**src/rtl/ltc_pkg.sv**
```systemverilog
// Shared types and constants for the loop trip count pipeline.
// Used by every module in rtl; depends on nothing.
package ltc_pkg;

  localparam int unsigned DataW = 64;
  localparam int unsigned InTdataW = 208;
  localparam int unsigned OutTdataW = 72;

  localparam logic [1:0] ModeSigned = 2'b01;
  localparam logic [1:0] ModeIncl = 2'b10;

  typedef struct packed {
    logic              valid;
    logic              early;
    logic              early_known;
    logic [DataW-1:0]  div;
    logic [DataW-1:0]  rem1;
    logic [DataW-1:0]  rem2;
    logic [DataW-1:0]  nq1;
    logic [DataW-1:0]  nq2;
  } div_stage_t;

endpackage

```
**src/rtl/ltc_div_stage.sv**
```systemverilog
// One restoring-division step for both dividends against the shared divisor.
// Depends on ltc_pkg.
module ltc_div_stage (
  input  logic                clk_i,
  input  logic                rst_ni,
  input  logic                en_i,
  input  ltc_pkg::div_stage_t stage_i,
  output ltc_pkg::div_stage_t stage_o
);
  import ltc_pkg::*;

  logic [DataW:0] sh1, sh2, df1, df2;
  logic           ge1, ge2;
  div_stage_t     stage_d, stage_q;

  always_comb begin
    sh1 = {stage_i.rem1, stage_i.nq1[DataW-1]};
    sh2 = {stage_i.rem2, stage_i.nq2[DataW-1]};
    df1 = sh1 - {1'b0, stage_i.div};
    df2 = sh2 - {1'b0, stage_i.div};
    ge1 = sh1 >= {1'b0, stage_i.div};
    ge2 = sh2 >= {1'b0, stage_i.div};
    stage_d      = stage_i;
    stage_d.rem1 = ge1 ? df1[DataW-1:0] : sh1[DataW-1:0];
    stage_d.rem2 = ge2 ? df2[DataW-1:0] : sh2[DataW-1:0];
    stage_d.nq1  = {stage_i.nq1[DataW-2:0], ge1};
    stage_d.nq2  = {stage_i.nq2[DataW-2:0], ge2};
  end

  always_ff @(posedge clk_i or negedge rst_ni) begin
    if (!rst_ni) begin
      stage_q <= '0;
    end else if (en_i) begin
      stage_q <= stage_d;
    end
  end

  assign stage_o = stage_q;
endmodule

```
**config.mk**
```make
export PLATFORM = sky130hd
export DESIGN_NAME = ltc_div_stage
export DESIGN_NICKNAME = d
export VERILOG_FILES = /design/src/rtl/ltc_pkg.sv /design/src/rtl/ltc_div_stage.sv
export SDC_FILE = /design/constraint.sdc
export NUM_CORES = 1
export LEC_CHECK = 0
export BUFFER_PORTS_ARGS = -buffer_cell sky130_fd_sc_hd__buf_4
export CAP_MARGIN = 20
export CORE_AREA = 2 2 253 255
export DETAILED_ROUTE_END_ITERATION = 7
export DIE_AREA = 0 0 255 257
export PLACE_DENSITY = 0.64
export RECOVER_POWER = 50
export SLEW_MARGIN = 20
export SYNTH_ARGS = -nofsm -noshare
export SYNTH_HDL_FRONTEND = slang
export SYNTH_SLANG_ARGS = --single-unit
```
**constraint.sdc**
```tcl
create_clock -name clk_i -period 0.87 [get_ports clk_i]
set_clock_uncertainty 0.15 [all_clocks]
set_input_delay 0.087 -clock clk_i [delete_from_list [all_inputs] [get_ports clk_i]]
set_output_delay 0.087 -clock clk_i [all_outputs]
set_load 0.05 [all_outputs]
```
Word level (Yosys, flattened, before mapping)
Index checks and enable logic that the tools add are counted.
{ "totals": {"input_bits": 326, "regBits": 323, "out_inout_bits": 323, "elab_cells": 14} }
{ "op_classes": {"add_sub_neg": 2, "muxes": 2, "order_cmp": 2} }
{ "op_table": {"columns": ["cell", "n"], "rows": [
  ["$ge 65x64->1", 2],
  ["$mux 64", 2],
  ["$sub 64x64->64", 2]
]} }

Depth between registers and ports, before layout
{ "logic_depth": {"depth_word": 2, "mapped_depth": 17, "ltp_nobuf": 15} }

Worst setup path before layout
No wires, ideal clock.
{ "synth_timing": {"path_kind": "input to register", "from": "input stage_i[271] in the netlist's numbering", "to": "register stage_q (netlist bit stage_o[155])", "slack_ps": -2343, "path_stages": 16, "required_time_ps": 595, "setup_ps": 125, "arrival_ps": 2938, "path_cell_list": "inv_1 ha_1 buf_2 a41o_1 a21oi_2 nor3b_1 a2111o_1 o31ai_4 o41ai_4 a211oi_4 nor2_1 nor3_2 buf_4 buf_8 o21ai_1 mux2_2"} }
{ "synth_via": {"elab_chain_cells": 2, "elab_cells_between_ends": 3, "classes_between": "add/sub (1); order compare (1); mux (1)"} }
{ "synth_rtl": {"columns": ["item", "line_no", "source"], "rows": [
  ["start: declaration", "ltc_div_stage.sv:7", "input ltc_pkg::div_stage_t stage_i,"],
  ["$sub 64x64->64 / $ge 65x64->1 (equally long branches)", "ltc_div_stage.sv:20, ltc_div_stage.sv:22", null],
  ["$mux 64 (*)", "ltc_div_stage.sv:25", "stage_d.rem2 = ge2 ? df2[DataW-1:0] : sh2[DataW-1:0];"],
  ["end signal: assignment", "ltc_div_stage.sv:34", "stage_q <= stage_d;"],
  ["end: declaration", "ltc_div_stage.sv:14", "div_stage_t stage_d, stage_q;"]
]} }
Every way passes the cells marked *; elsewhere a longest branch is shown, timed or not.
A chain may end at the register's enable or synchronous reset.

Worst setup path in the final report
{ "layout_timing": {"from": "input stage_i[257] in the netlist's numbering", "to": "register stage_q (netlist bit stage_o[198])"} }
{ "layout_via": {"elab_chain_cells": 2, "elab_cells_between_ends": 3, "classes_between": "add/sub (1); order compare (1); mux (1)"} }
{ "layout_rtl": {"columns": ["item", "line_no", "source"], "rows": [
  ["$sub 64x64->64 / $ge 65x64->1 (equally long branches)", "ltc_div_stage.sv:19, ltc_div_stage.sv:21", null],
  ["$mux 64 (*)", "ltc_div_stage.sv:24", "stage_d.rem1 = ge1 ? df1[DataW-1:0] : sh1[DataW-1:0];"]
]} }
Marked as above.

==> key figures <==
Outcome
  • Status: complete, but fails checks
  • Failing checks: hold timing, setup timing

Yosys
  • Post-synth EDFFs: 0
  • Async SR Flop Fraction: 1.00
  • Post-Syn Instances: 2192
  • Mapped Nets: 2648
  • Register bit count reported by yosys: 323
  • Main synth FF type: dfrtp_1
  • Count of cell types in the netlist: 74
  • Syn Std Cell Area: 0.0209 sq mm
  • Ys Warns: 0
  • Post-Syn Area per Cell: 9.53 sq um
  • Sequential area share after synthesis: 0.387

Place
  • Place WS: -3.07 ns
  • Post-DP HPWL: 74000 microns
  • Final RePlAce weighted congestion: 0.934
  • Input/output buffers: 648

Timing
  • Final Cycle Share: 3.57
  • Highest Clock Rate: 322 MHz
  • Unrepaired setup endpoints after global routing: true
  • Final worst setup slack: -2.24 ns
  • Actual slew at the worst max-slew pin: 0.607 ns
  • Min cycle time layout: 3.11 ns
  • Hold WS: -0.323 ns
  • Slew Limit Headroom: 0.591
  • Slew Viols, Final: 0
  • Count of final hold-check violations: 29
  • Setup violations, final: 822

Power
  • P_int: 45.0 mW
  • Worst vdd ir: 1770 uV
  • PwrDens: 1750 mW/mm^2
  • Reg power frac: 0.260
  • P_sw: 28.7 mW
  • Clock power share: 0.258
  • LEAKAGE: 19.9 nW
  • Gate power share: 0.483
  • Switch share: 0.390

Routing
  • Routed wire length: 106000 microns
  • ANT nets after route: 0
  • DR DRC count: 0
  • Per-cell routed wire length: 22.3 microns
  • Drt pass-1 iters: 5
  • Initial drt markers: 1582
  • Avg Vias per Cell: 5.12
  • Vias: 24500

Setup path
  • CP max FO: 12
  • Worst Reg2Reg Path Length in Cells: 2
  • Setup Crit Path Kind: in2reg
  • Flop-to-flop setup slack: -0.28 ns
  • Worst setup path endpoint: stage_o[198]
  • Crit path launch type: primary input
  • Crit path from: stage_i[257]
  • Worst setup EP type: flop
  • WP data arrival: 3.41 ns
  • CP required: 1.17 ns
  • R2r endpoint: stage_o[246]
  • FF-to-FF Start: stage_o[246]

CTS
  • Num CTS Buffers: 41
  • CTS tree: yes
  • H-tree depth: 2
  • Clk Latency, worst-skew pair: 0.57 ns
  • # clock sinks: 323
  • CTS Buffer Depth: 3
  • CTS clk-pin slew, worst paths: 0.05 ns
  • Root buf cell: clkbuf_16

Final layout
  • Layout area overhead: 102%
  • Share of cells above drive strength 1: 0.571
  • Fill count: 4536
  • Fin util: 0.673
  • Multi-input gate area: 0.0143 sq mm
  • Most frequent cells in the layout: 955 x buf_4, 398 x buf_6, 315 x dlygate4sd3_1
  • Most common cell after layout, fill and taps aside: buf_4
  • Reg area: 0.00832 sq mm
  • Layout Nets: 4343
  • Largest register FFs: 323

Floorplan
  • CORE AREA: 0.0627 sq mm
  • Initial Util: 0.333
  • Die Ht: 257 microns
  • Top Ports: 649
  • Total die area: 0.0655 sq mm
  • # rows: 92
  • Chip Width: 255 microns

Global routing
  • GR Overflow Total: 0
  • Largest net degree at the start of global routing: 68
  • Vias in the first global route: 25500
  • Total Routing Usage GR: 0.296
  • First-pass GRT wire length: 150000 microns
  • Initial antenna violation count: 11

Flow run
  • Max-Cap Viols: 0

Hold path
  • Worst min-delay path class: in2reg
worst max-delay path, stage by stage:
cell,delay [ns]
buf_6,0.09
inv_4,0.05
ha_4,0.26
nor2b_4,0.15
o211ai_1,0.17
a21bo_4,0.29
a211oi_4,0.25
o21ai_2,0.13
a22oi_2,0.23
buf_6,0.14
a31o_4,0.18
a41oi_4,0.14
o311ai_4,0.34
buf_12,0.16
buf_12,0.17
clkbuf_16,0.21
mux2i_1,0.23
a21oi_1,0.10
cell usage after synthesis (4+ instances only):
master    number  area (sq um)
a211oi_1      12          90.1
a21boi_0       6          45.0
a21o_1        81           608
a21oi_1      258          1290
a21oi_2       41           359
a31oi_1       11          68.8
and2_1         9          56.3
and3_1         8          50.1
buf_2         12          60.1
buf_6          8          90.1
clkbuf_1      91           342
dfrtp_1      323          8080
ha_1         128          1600
inv_1         99           372
mux2_2       199          2240
mux2i_1       60           601
nand2_1      107           402
nand2b_1      18           113
nand3_1       29           145
nand4_1       50           313
nor2_1       228           856
nor2b_1       17           106
nor3_1        24           120
nor4_1         9          56.3
o211ai_1       9          67.6
o21a_1        13          97.6
o21ai_0       99           495
o21ai_1        6          30.0
o21bai_1      29           218
o221ai_1       4          35.0
o31a_1         4          35.0
o31ai_1        7          52.6
or2_2          6          37.5
or3_1          4          25.0
xnor2_1       62           543
xor2_1        54           473
cells by family (layout without fill, tap and decap cells):
group,count (synthesis),in the layout,synth area share
multiplexers,259,259,0.136
adder cells (fa/ha/maj),130,130,0.0786
flip-flops,323,323,0.387
AND/OR/NAND/NOR,527,527,0.116
other,0,8,0
AO/OA/AOI/OAI,620,620,0.188
XOR/XNOR,116,116,0.0486
buffers and inverters,217,1945,0.0450
metrics by stage:
step | cell area [sq um] | hold slack, ns | std cells | setup TNS (ns) | total power, mW
global placement | 32300 | -0.00943 | 4198 | -446.35 | 46.3
floorplan | 22400 | -0.359 | 2192 | -327.48 | 35.0
finish | 42200 | -0.323 | 4774 | -480.06 | 73.7
global route | 42200 | -0.332 | 4773 | -518.07 | 76.4
detailed placement | 32300 | -0.00498 | 4198 | -460.34 | 46.6
CTS | 39500 | -0.410 | 4657 | -454.57 | 69.6
power groups by stage:
stage / combinational (mW) / sequential, mW / clock [mW]
floorplan: 9.13 / 25.9 / 0
global placement: 27.5 / 18.7 / 0
detailed placement: 27.8 / 18.8 / 0
CTS: 31.9 / 18.7 / 19.1
global route: 37.2 / 19.3 / 19.9
finish: 35.6 / 19.1 / 19.0
worst min-delay path by stage:
stage | cells past startpoint | slack, ns | startpoint | endpoint
global placement | 2 | -0.009 | rst_ni | stage_o[194]
CTS | 2 | -0.41 | stage_i[262] | stage_o[262]
floorplan | 0 | -0.36 | rst_ni | stage_o[0]
detailed placement | 2 | -0.005 | rst_ni | stage_o[261]
finish | 3 | -0.32 | stage_i[63] | stage_o[128]
global route | 2 | -0.33 | stage_i[256] | stage_o[256]
cell type report:
cell class | count | share of cell area
Inverter | 99 | 0.0103
Multi-Input combinational cell | 1652 | 0.338
Tap cell | 846 | 0.0251
Antenna cell | 8 | 0.000474
Sequential cell | 323 | 0.197
Clock buffer | 53 | 0.0275
Clock inverter | 23 | 0.00729
Timing Repair Buffer | 1770 | 0.395
routing by layer:
layer  vias up  share of wire  track usage
met4         6          0.048        0.111
li1      11200              -            -
met2       930           0.49        0.520
met5         -        0.00040            0
met3       289          0.065       0.0627
met1     12000           0.39        0.352
timing repair:
item,4_1_cts,5_1_grt
buffers inserted,63,112
endpoints found under the setup margin,646,646
pin swaps,156,90
hold endpoints to repair,645,63
gates cloned,15,4
resized for setup,391,502
hold buffers,309,6
Power figures use the tool's default switching activity.
