===== src/rtl/ltc_pkg.sv =====
// Shared types and constants for the loop trip count pipeline.
// Used by every module in rtl; depends on nothing.
package ltc_pkg;

  localparam int unsigned DataW = 64;
  localparam int unsigned InTdataW = 208;
  localparam int unsigned OutTdataW = 72;

  localparam logic [1:0] ModeSigned = 2'b01;
  localparam logic [1:0] ModeIncl = 2'b10;

  typedef struct packed {
    logic              valid;
    logic              early;
    logic              early_known;
    logic [DataW-1:0]  div;
    logic [DataW-1:0]  rem1;
    logic [DataW-1:0]  rem2;
    logic [DataW-1:0]  nq1;
    logic [DataW-1:0]  nq2;
  } div_stage_t;

endpackage


===== src/rtl/ltc_final.sv =====
// Output stage: wrap check on the two quotients and the result register.
// Depends on ltc_pkg.
module ltc_final (
  input  logic                clk_i,
  input  logic                rst_ni,
  input  logic                en_i,
  input  ltc_pkg::div_stage_t stage_i,
  output logic                valid_o,
  output logic                count_known_o,
  output logic [63:0]         iter_count_o
);
  import ltc_pkg::*;

  logic             valid_q, known_d, known_q;
  logic [DataW-1:0] count_d, count_q;

  always_comb begin
    if (stage_i.early) begin
      known_d = stage_i.early_known;
      count_d = '0;
    end else begin
      known_d = stage_i.nq1 < stage_i.nq2;
      count_d = known_d ? (stage_i.nq1 + 64'd1) : 64'd0;
    end
  end

  always_ff @(posedge clk_i or negedge rst_ni) begin
    if (!rst_ni) begin
      valid_q <= 1'b0;
    end else if (en_i) begin
      valid_q <= stage_i.valid;
    end
  end

  always_ff @(posedge clk_i) begin
    if (en_i) begin
      known_q <= known_d;
      count_q <= count_d;
    end
  end

  assign valid_o       = valid_q;
  assign count_known_o = known_q;
  assign iter_count_o  = count_q;
endmodule


===== config.mk =====
export PLATFORM = sky130hd
export DESIGN_NAME = ltc_final
export DESIGN_NICKNAME = d
export VERILOG_FILES = /design/src/rtl/ltc_pkg.sv /design/src/rtl/ltc_final.sv
export SDC_FILE = /design/constraint.sdc
export NUM_CORES = 1
export LEC_CHECK = 0
export BUFFER_PORTS_ARGS = -buffer_cell sky130_fd_sc_hd__buf_2
export CAP_MARGIN = 15
export CORE_AREA = 2 2 154 156
export CTS_CLUSTER_DIAMETER = 80
export DETAILED_ROUTE_END_ITERATION = 16
export DIE_AREA = 0 0 156 158
export SYNTH_ARGS = -nofsm -noshare
export SYNTH_HDL_FRONTEND = slang
export SYNTH_SLANG_ARGS = --single-unit

===== constraint.sdc =====
create_clock -name clk_i -period 0.8 [get_ports clk_i]
set_input_delay 0.08 -clock clk_i [delete_from_list [all_inputs] [get_ports clk_i]]
set_output_delay 0.08 -clock clk_i [all_outputs]
set_load 0.05 [all_outputs]

# After elaboration in Yosys (flattened, before gate mapping)
# Index checks and enable logic that the tools add are counted.
[op_classes]
n_addsub = 1
n_mul = 0
n_div = 0
n_lt_le_gt_ge = 1
eq_ne = 0
shifts = 0
mux = 1
bitwise_logic = 1
reduce_logical = 1
[ops]
columns = ["op", "count"]
rows = [
  ["adder 64 x 1 -> 64 bit (second input constant)", 1],
  ["< comparator 64 bit", 1],
  ["OR reduction 2 bit", 1],
  ["2-to-1 mux 1 bit", 1],
  ["inverter 1 bit", 1],
]
[totals]
ff_bits = 66
latchBits = 0
ramBits = 0
romBits = 0
mem_count = 0

# Logic depth before layout (Yosys ltp)
# Gate-level depths: netlist (run 1).
[logic_depth]
ltp_word = 3
mapped_depth = 10

# Least setup slack after synthesis (run 1)
# Ideal clock, no wire load.
[synth_timing]
path_type = "input to register"
from = "in stage_i[46] (netlist bit)"
to = "reg count_q[54] (netlist: iter_count_o[54]) (data pin)"
setup_time_ns = 0.272
arrival_ns = 1.986
t_required_ns = 0.528
path_slack_ns = -1.458
cell_stages = 9
n_path_buf = 2
cell_sequence = "inv_1 ha_1 nand4_1 or4_1 o21ai_0 o31a_1 clkbuf_1 clkbuf_1 nor3_1"
[synth_via]
elab_chain_cells = 3
[synth_rtl]
columns = ["element", "line", "text"]
rows = [
  ["start: declaration", "ltc_final.sv:7", "input ltc_pkg::div_stage_t stage_i,"],
  ["< comparator 64 bit", "ltc_final.sv:22", "known_d = stage_i.nq1 < stage_i.nq2;"],
  ["inverter 1 bit (no line)", "-", ""],
  ["OR reduction 2 bit (no line)", "-", ""],
  ["end signal: assignment", "ltc_final.sv:38", "count_q <= count_d;"],
  ["end: declaration", "ltc_final.sv:15", "logic [DataW-1:0] count_d, count_q;"],
]
# No other way between the ends.
# A chain may end at the register's enable or synchronous reset.

# Worst setup path after layout (run 1)
[layout_timing]
from = "in stage_i[73] (netlist bit)"
to = "reg count_q[56] (netlist: iter_count_o[56]) (data pin)"
[layout_via]
elab_chain_cells = 3
elab_cells_between_ends = 4
cone_classes = "add/sub: 1; order compare: 1; bitwise: 1; reduce/logical: 1"
[layout_rtl]
columns = ["element", "line"]
rows = [
  ["< comparator 64 bit", "ltc_final.sv:22"],
  ["inverter 1 bit (no line)", "-"],
  ["OR reduction 2 bit (no line)", "-"],
]
# Several ways; a longest one is shown, not always the timed one.

==> results of run 1 <==
-- power by group --
| group | leakage, nW | switching, mW | internal (mW) |
|---|---|---|---|
| Clock | 0.144 | 1.49 | 2.49 |
| Sequential | 0.636 | 0.181 | 4.24 |
| Combinational | 3.58 | 3.31 | 2.81 |
| Total | 4.35 | 4.98 | 9.54 |
-- worst min-delay path by stage --
stage	endpoint	cells after the start	from
after floorplan	valid_o	0	rst_ni
after global placement	valid_o	1	rst_ni
after detailed placement	valid_o	1	rst_ni
after CTS	valid_o	2	rst_ni
after global routing	count_known_o	3	stage_i[320]
final	count_known_o	3	stage_i[320]
-- per-stage QoR --
step / util [%] / cells / TNS [ns]
after floorplan: - / 555 / -68.05
after global placement: 33.94 / 1143 / -96.51
after detailed placement: 33.94 / 1143 / -96.14
after CTS: 44.14 / 1208 / -75.83
after global routing: 46.05 / 1204 / -82.14
final: 46.06 / 1205 / -76.53
-- layer usage --
metal / wire, um / share of wire (%) / up-vias / GRT usage [%]
li1: - / - / 2714 / -
met1: 9042 / 43 / 2698 / 20.72
met2: 10270 / 49 / 188 / 28.36
met3: 1461 / 6.9 / 23 / 5.064
met4: 359 / 1.7 / 4 / 4.543
met5: 24 / 0.11 / - / 0
-- registers in the layout (all words and copies together) (netlist names) --
signal,flops
count_known_o,1
iter_count_o,64
valid_o,1
-- worst max-delay path, cell delays in order --
cell,delay (ns)
buf_8,0.07
buf_6,0.08
nand4_1,0.13
buf_4,0.16
or4_4,0.48
buf_6,0.15
nor4_4,0.18
buf_12,0.18
nand4_1,0.16
xor2_2,0.23
nor3_4,0.06
-- cell families after synthesis --
family | synth area share, %
AND/OR/NAND/NOR | 23.62
buffers and inverters | 6.497
flip-flops | 37.88
adder cells (fa/ha/maj) | 15.34
XOR/XNOR | 10.07
AO/OA/AOI/OAI | 6.378
multiplexers | 0.2158
-- what timing repair did --
action	CTS	global route
hold endpoints to repair	2	0
resized for setup	332	90
pin swaps	55	41
cloned	17	1
endpoints found under the setup margin	131	132
hold buffers	2	0
buffers inserted	31	1
-- cell type report --
type / instances / area share, %
diodes: 1 / 0.02357
clock buffers: 13 / 2.357
clock inverters: 3 / 0.3770
inverters: 67 / 2.580
multi-input cells: 402 / 40.04
flip-flops and latches: 66 / 18.63
well taps: 290 / 3.417
repair buffers: 363 / 32.58
-- cells in the mapped netlist (16+ instances only) --
library cell	instances
inv_1	67
edfxtp_1	65
ha_1	64
nor3_1	58
nand2_1	40
xor2_1	40
nand4_1	30
nand3_1	27
a21oi_1	25
nor2_1	20
xnor2_1	20
clkbuf_1	16
==> flow_summary_export.csv, run 1 <==
group,metric,value,unit
outcome,status,"finished, violations left",
outcome,violations,"negative setup slack",
placed_design,place_area,0.007824,mm2
timing,min_period,1.877,ns
cells_and_area,final_cell_mix,"118 x buf_4, 117 x buf_6, 91 x buf_2, 65 x edfxtp_1, 44 x inv_1",
setup_path,crit_required,0.89,ns
synth,ys_ff_latch,66,
clock_tree,clk_latency,0.34,ns
route,drt_first_pass_iters,4,
clock_tree,cts.sink_count,66,
synth,yosys-top-cells-area,"edfxtp_1 37%, ha_1 15%, xor2_1 6.7%, nor3_1 5.6%, inv_1 4.8%",
timing,fin_crit_sh,234.6,%
timing,holdWs,0.02968,ns
floorplan,fp-row-count,56,
grt,grt_pass1_wl,31000,um
power_and_ir_drop,p_leak,4.355,nW
route,wire_per_inst,17.56,um
cells_and_area,area_growth,103.5,%
hold_path,min_path_type,"input pin to flip-flop",
grt,first_global_vias,5738,
timing,rsz0062_at_grt,"yes",
cells_and_area,drive_gt1_share,62.69,%
synth,ys_seq_area_share,37.88,%
clock_tree,clk_path_buf_depth,2,
placed_design,hpwl,14110,um
setup_path,rr_worst_depth,1,
route,drc,0,
synth,synth_ff_type,"edfxtp_1",
route,drt_iter0_markers,261,
floorplan,die_width,156,um
power_and_ir_drop,report.power.total,14.52,mW
clock_tree,cts_inserted_buffers,9,
floorplan,io_pins,392,
placed_design,io_buffer_count,199,
clock_tree,clk_pin_slew,0.06,ns
clock_tree,tritoncts,"done",
clock_tree,htreeDepth,3,
cells_and_area,mostFrequentLayoutCell,"buf_4",
setup_path,setup.worst_path.end,"iter_count_o[56]",
timing,final_max_slew_viol_count,0,
setup_path,rr_startpoint,"valid_o",
synth,synth_area,0.005219,mm2
floorplan,core_area,0.02305,mm2
grt,grt.total_usage,16.74,%
cells_and_area,layout.area.seq,0.001978,mm2
timing,worst_slack,-1.077,ns
grt,grt_max_degree,32,
setup_path,crit_path_end_kind,"flip-flop",
timing,hold_violations,0,
synth,yosysWarnings,0,
power_and_ir_drop,ir_drop,0.7929,mV
timing,fmax,0.5328,GHz
grt,grt-ovfl-total,0,
setup_path,worst_setup_path_start_kind,"input pin",
setup_path,startpoint,"stage_i[73]",
synth,async_flop_share,1.515,%
route,routed_via_density,4.670,
route,routed_wl,21160,um
route,drtAntennaViolNets,0,
clock_tree,cts-root-buf,"clkbuf_16",
floorplan,die-area,0.02465,mm2
timing,worst_slew_pin_slew,0.3189,ns
synth,syn_nets,945,
setup_path,arrival,1.97,ns
synth,yosys.area.top_type,"edfxtp_1",
floorplan,die_y,158,um
cells_and_area,final_nets,1299,
timing,skew,0,ns
synth,synth.distinct_cells,43,
setup_path,r2r_end,"valid_o",
synth,synth_top_area_share,37.40,%
setup_path,r2r_setup_slack,0.02,ns
setup_path,critPathKind,"input pin to flip-flop",
synth,syn_inst,555,
synth,avgSynthCellArea,9.403,um2
setup_path,path_max_fanout,8,
power_and_ir_drop,cellPowerDensity,1367,mW/mm2
cells_and_area,fin_area,0.01062,mm2
route,vias,5627,
timing,slew_headroom,78.59,%
cells_and_area,multi_input_area,0.004252,mm2
synth,synth_edf_count,65,
timing,setup_viol,131,
floorplan,initial_utilization,22.64,%
placed_design,place_congestion,0.8012,
grt,antenna_found_initial,3,
cells_and_area,fill_cells,2075,
job,cap_violations,0,
placed_design,pre_cts_slack,-1.531,ns
No activity file was read; power rests on OpenSTA's default activity.
==> inputs of run 2 (changes only) <==
--- a/config.mk
+++ b/config.mk
@@ -7,10 +7,11 @@
 export LEC_CHECK = 0
 export BUFFER_PORTS_ARGS = -buffer_cell sky130_fd_sc_hd__buf_2
 export CAP_MARGIN = 15
-export CORE_AREA = 2 2 154 156
+export CORE_AREA = 2 2 152 154
 export CTS_CLUSTER_DIAMETER = 80
 export DETAILED_ROUTE_END_ITERATION = 16
-export DIE_AREA = 0 0 156 158
+export DIE_AREA = 0 0 154 156
+export HOLD_SLACK_MARGIN = 0.12
 export SYNTH_ARGS = -nofsm -noshare
 export SYNTH_HDL_FRONTEND = slang
 export SYNTH_SLANG_ARGS = --single-unit
==> constraint.sdc (replaced) <==
create_clock -name clk_i -period 1.7 [get_ports clk_i]
set_input_delay 0.17 -clock clk_i [delete_from_list [all_inputs] [get_ports clk_i]]
set_output_delay 0.17 -clock clk_i [all_outputs]
set_load 0.05 [all_outputs]
==> flow_summary_export.csv, run 2 (synthesized netlist as in run 1, its figures left out) <==
group,metric,value,unit
floorplan,die_width,154,um
timing,worst_slack,-0.2279,ns
power_and_ir_drop,ir_drop,0.3404,mV
job,cap_violations,0,
clock_tree,cts_inserted_buffers,9,
setup_path,startpoint,"stage_i[99]",
clock_tree,clk_latency,0.33,ns
grt,first_global_vias,5293,
timing,rsz0062_at_grt,"yes",
timing,worst_slew_pin_slew,0.3390,ns
timing,holdWs,0.1572,ns
floorplan,die-area,0.02402,mm2
cells_and_area,drive_gt1_share,61.04,%
timing,slew_headroom,77.40,%
floorplan,initial_utilization,23.33,%
power_and_ir_drop,p_leak,4.098,nW
route,routed_via_density,4.574,
hold_path,min-delay-start,"stage_i[320]",
route,wire_per_inst,16.18,um
floorplan,die_y,156,um
clock_tree,clk_pin_slew,0.06,ns
timing,fin_crit_sh,113.4,%
placed_design,pre_cts_slack,-0.7032,ns
cells_and_area,fin_area,0.009859,mm2
floorplan,fp-row-count,55,
route,drt_first_pass_iters,4,
outcome,status,"finished, violations left",
cells_and_area,fill_cells,2096,
clock_tree,cts.sink_count,66,
timing,hold_violations,0,
placed_design,hpwl,13950,um
setup_path,cpMaxStageDelayCell,"or4_4",
clock_tree,htreeDepth,3,
timing,final_max_slew_viol_count,0,
grt,grt_pass1_wl,28460,um
power_and_ir_drop,report.power.total,6.417,mW
setup_path,arrival,2.01,ns
clock_tree,tritoncts,"done",
timing,min_period,1.928,ns
setup_path,critPathKind,"input pin to flip-flop",
route,vias,5438,
cells_and_area,fin_cells,1189,
timing,tns,-11.92,ns
cells_and_area,final_nets,1286,
route,drc,0,
floorplan,core_area,0.02237,mm2
setup_path,worst_setup_path_start_kind,"input pin",
floorplan,io_pins,392,
outcome,violations,"negative setup slack",
route,drt_iter0_markers,262,
route,routed_wl,19240,um
hold_path,min_path_type,"input pin to flip-flop",
route,drtAntennaViolNets,0,
setup_path,crit_required,1.78,ns
placed_design,io_buffer_count,199,
grt,grt_max_degree,34,
clock_tree,clk_path_buf_depth,2,
grt,antenna_found_initial,5,
cells_and_area,final_cell_mix,"162 x buf_2, 115 x buf_4, 65 x edfxtp_1, 43 x inv_1, 38 x nor3_2",
timing,fmax,0.5187,GHz
grt,grt.total_usage,15.44,%
cells_and_area,mostFrequentLayoutCell,"buf_2",
cells_and_area,largest_reg_flops,64,
timing,setup_viol,65,
cells_and_area,multi_input_area,0.004121,mm2
power_and_ir_drop,cellPowerDensity,650.9,mW/mm2
placed_design,place_congestion,0.7850,
cells_and_area,layout.area.seq,0.001977,mm2
placed_design,place_area,0.007776,mm2
cells_and_area,final_core_util,44.08,%
setup_path,crit_path_end_kind,"flip-flop",
cells_and_area,area_growth,88.92,%
placed_design,dp_cells,1131,
setup_path,rr_startpoint,"valid_o",
setup_path,cp_slowest_stage_delay,0.58,ns
setup_path,cpMostUsedCell,"buf_6",
setup_path,r2r_setup_slack,0.96,ns
grt,grt-ovfl-total,0,
setup_path,path_max_fanout,8,
timing,skew,0,ns
setup_path,cp_cell_sequence,"buf_6 > ha_4 > nand4_1 > or4_4 > o21ai_2 > o31a_4 > buf_6 > buf_8 > buf_16 > nor3_4",
clock_tree,cts-root-buf,"clkbuf_16",
## run 2: changes by cell type in the layout (fill, tap and decap cells not counted), sizes merged
cell / delta
buf: -18
clkbuf: -1
clkinvlp: +3
bufbuf: +1
diode: +2
dlygate4sd3: +1
clkinv: +1
## run 2: timing repair
| action | CTS | global route |
|---|---|---|
| setup endpoints to repair | 65 | 65 |
| buffers inserted | 14 | 13 |
| gates resized for setup | 164 | 79 |
| pin swaps | 82 | 36 |
| hold endpoints to repair | 2 | 0 |
| hold buffers | 3 | 0 |
| gates cloned | 9 | 2 |
## run 2: path summary, 6_finish.rpt
| check | endpoint | depth (start not counted) |
|---|---|---|
| max | iter_count_o[55] | 10 |
| min | count_known_o | 3 |
| max reg2reg | valid_o | 1 |
| min reg2reg | valid_o | 1 |
| max in group asynchronous | valid_o | 3 |
| min in group asynchronous | valid_o | 3 |
## run 2: report_power, final
part / leakage [nW] / switching, mW / total [mW] / internal [mW]
logic: 3.33 / 1.49 / 2.55 / 1.06
registers: 0.637 / 0.0457 / 2.03 / 1.99
clock network: 0.135 / 0.704 / 1.83 / 1.13
## run 2: metal layers
metal	vias to the layer above	share of wire, %	track usage, %	routed length, um
li1	2712	-	-	-
met4	4	1.1	4.495	217
met5	-	0.16	0	31
met1	2524	42	19.30	8123
met3	20	7.8	4.639	1506
met2	178	49	25.77	9363
## run 2: final cells by class
class / instances / share of cell area [%]
Antenna cell: 3 / 0.07614
Clock buffer: 9 / 2.284
Clock inverter: 7 / 0.7107
Inverter: 67 / 2.754
Multi-Input combinational cell: 402 / 41.80
Sequential cell: 66 / 20.05
Tap cell: 285 / 3.617
Timing Repair Buffer: 350 / 28.71
## run 2: critical path: cells and delay by family
family,cells,cell delay (ns)
buffers and inverters,4,0.46
adders and majority gates,1,0.26
AOI/OAI and AO/OA,2,0.36
and+or+nand+nor,3,0.77
==> inputs of run 3 (changes only) <==
--- a/config.mk
+++ b/config.mk
@@ -12,6 +12,7 @@
 export DETAILED_ROUTE_END_ITERATION = 16
 export DIE_AREA = 0 0 154 156
 export HOLD_SLACK_MARGIN = 0.12
+export SKIP_CTS_REPAIR_TIMING = 1
 export SYNTH_ARGS = -nofsm -noshare
 export SYNTH_HDL_FRONTEND = slang
 export SYNTH_SLANG_ARGS = --single-unit
==> flow_summary_export.csv, run 3 (synthesized netlist as in run 1, its figures left out) <==
group,metric,value,unit
timing,slew_headroom,77.03,%
placed_design,place_congestion,0.7850,
route,drtAntennaViolNets,0,
floorplan,die_y,156,um
timing,final_max_slew_viol_count,0,
route,vias,5493,
timing,worst_slew_pin_slew,0.3414,ns
placed_design,io_buffer_count,199,
power_and_ir_drop,report.power.total,6.355,mW
clock_tree,htreeDepth,3,
grt,grt_pass1_wl,25670,um
placed_design,hpwl,13950,um
timing,fmax,0.5241,GHz
power_and_ir_drop,cellPowerDensity,653.9,mW/mm2
cells_and_area,final_cell_mix,"165 x buf_2, 111 x buf_4, 65 x edfxtp_1, 51 x nor3_2, 39 x inv_1",
cells_and_area,final_nets,1280,
job,cap_violations,0,
route,routed_via_density,4.643,
route,drt_iter0_markers,236,
cells_and_area,area_growth,86.21,%
route,routed_wl,19660,um
timing,worst_slack,-0.2079,ns
setup_path,cp_top_family,"simple AND/OR/NAND/NOR gates",
grt,grt-ovfl-total,0,
clock_tree,tritoncts,"done",
outcome,violations,"negative setup slack",
route,wire_per_inst,16.62,um
setup_path,cp_cell_sequence,"buf_6 > buf_6 > nand4_1 > or4_4 > buf_8 > nor4_4 > buf_4 > buf_12 > nand4_1 > xor2_1 > nor3_2",
clock_tree,cts-root-buf,"clkbuf_16",
timing,min_period,1.908,ns
floorplan,core_area,0.02237,mm2
grt,antenna_found_initial,5,
hold_path,min_path_type,"input pin to async pin",
setup_path,cpMaxStageDelayCell,"or4_4",
clock_tree,cts_inserted_buffers,9,
floorplan,fp-row-count,55,
clock_tree,clk_path_buf_depth,2,
route,drt_first_pass_iters,4,
route,drc,0,
setup_path,crit_path_end_kind,"flip-flop",
cells_and_area,drive_gt1_share,61.68,%
floorplan,die-area,0.02402,mm2
grt,grt_max_degree,34,
cells_and_area,mostFrequentLayoutCell,"buf_2",
setup_path,path_max_fanout,6,
timing,hold_violations,0,
clock_tree,clk_pin_slew,0.05,ns
clock_tree,clk_latency,0.33,ns
timing,holdWs,0.1519,ns
timing,setup_viol,65,
timing,rsz0062_at_grt,"yes",
timing,skew,0,ns
floorplan,initial_utilization,23.33,%
power_and_ir_drop,ir_drop,0.3421,mV
power_and_ir_drop,p_leak,4.049,nW
setup_path,worst_setup_path_start_kind,"input pin",
timing,fin_crit_sh,112.2,%
floorplan,io_pins,392,
setup_path,critPathKind,"input pin to flip-flop",
grt,grt.total_usage,13.76,%
setup_path,timing.critical_path.buf_inv,5,
setup_path,arrival,1.99,ns
grt,first_global_vias,4867,
outcome,status,"finished, violations left",
setup_path,crit_required,1.78,ns
setup_path,cp_slowest_stage_delay,0.51,ns
clock_tree,cts.sink_count,66,
cells_and_area,largest_reg_flops,64,
floorplan,die_width,154,um
## run 3: cell types whose count changed in the layout (fill, tap and decap cells not counted), sizes merged
cell	delta
buf	-12
clkbuf	+7
bufbuf	-1
dlygate4sd3	-1
o31a	+1
## run 3: per-stage QoR
step           instance area, um2  cells  setup TNS [ns]  util (%)  setup WS (ns)
4_1_cts                      8071   1147          -18.56     36.09        -0.3531
6_report                     9718   1183          -9.850     43.45        -0.2079
2_1_floorplan                5670    555          -15.34         -        -0.2745
3_5_place_dp                 7776   1131          -41.94     34.77        -0.7032
5_1_grt                      9711   1180          -13.14     43.42        -0.2709
3_3_place_gp                 7776   1131          -41.18     34.77        -0.6718
## run 3: cell type report
| class | count | area, um2 |
|---|---|---|
| Antenna cell | 3 | 7.507 |
| Clock buffer | 9 | 225.2 |
| Clock inverter | 7 | 70.07 |
| Fill cell | 2103 | 12650 |
| Inverter | 67 | 269.0 |
| Multi-Input combinational cell | 403 | 4118 |
| Sequential cell | 66 | 1977 |
| Tap cell | 285 | 356.6 |
| Timing Repair Buffer | 343 | 2695 |
## run 3: worst paths after layout
kind,from,to,slack (ns),cells after the start
setup / recovery,stage_i[71],iter_count_o[61],-0.21,11
hold / removal,rst_ni,valid_o,0.15,2
setup reg to reg,valid_o,valid_o,0.96,1
hold reg to reg,valid_o,valid_o,0.50,1
max in group asynchronous,rst_ni,valid_o,1.47,2
min in group clk_i,stage_i[320],count_known_o,0.16,3
## run 3: routing by layer
metal / track usage [%] / part of all wire (%) / vias to the layer above / wire (um)
met5: 0 / 0.16 / - / 31
met4: 4.317 / 2.2 / 4 / 427
met3: 4.556 / 8.1 / 31 / 1589
met2: 21.82 / 48 / 191 / 9348
met1: 17.74 / 42 / 2559 / 8265
li1: - / - / 2708 / -
## run 3: power by group
group	internal, mW	switching [mW]	leakage, nW
logic	0.998	1.49	3.28
clock network	1.13	0.708	0.135
registers	1.99	0.0466	0.637
total	4.11	2.24	4.05
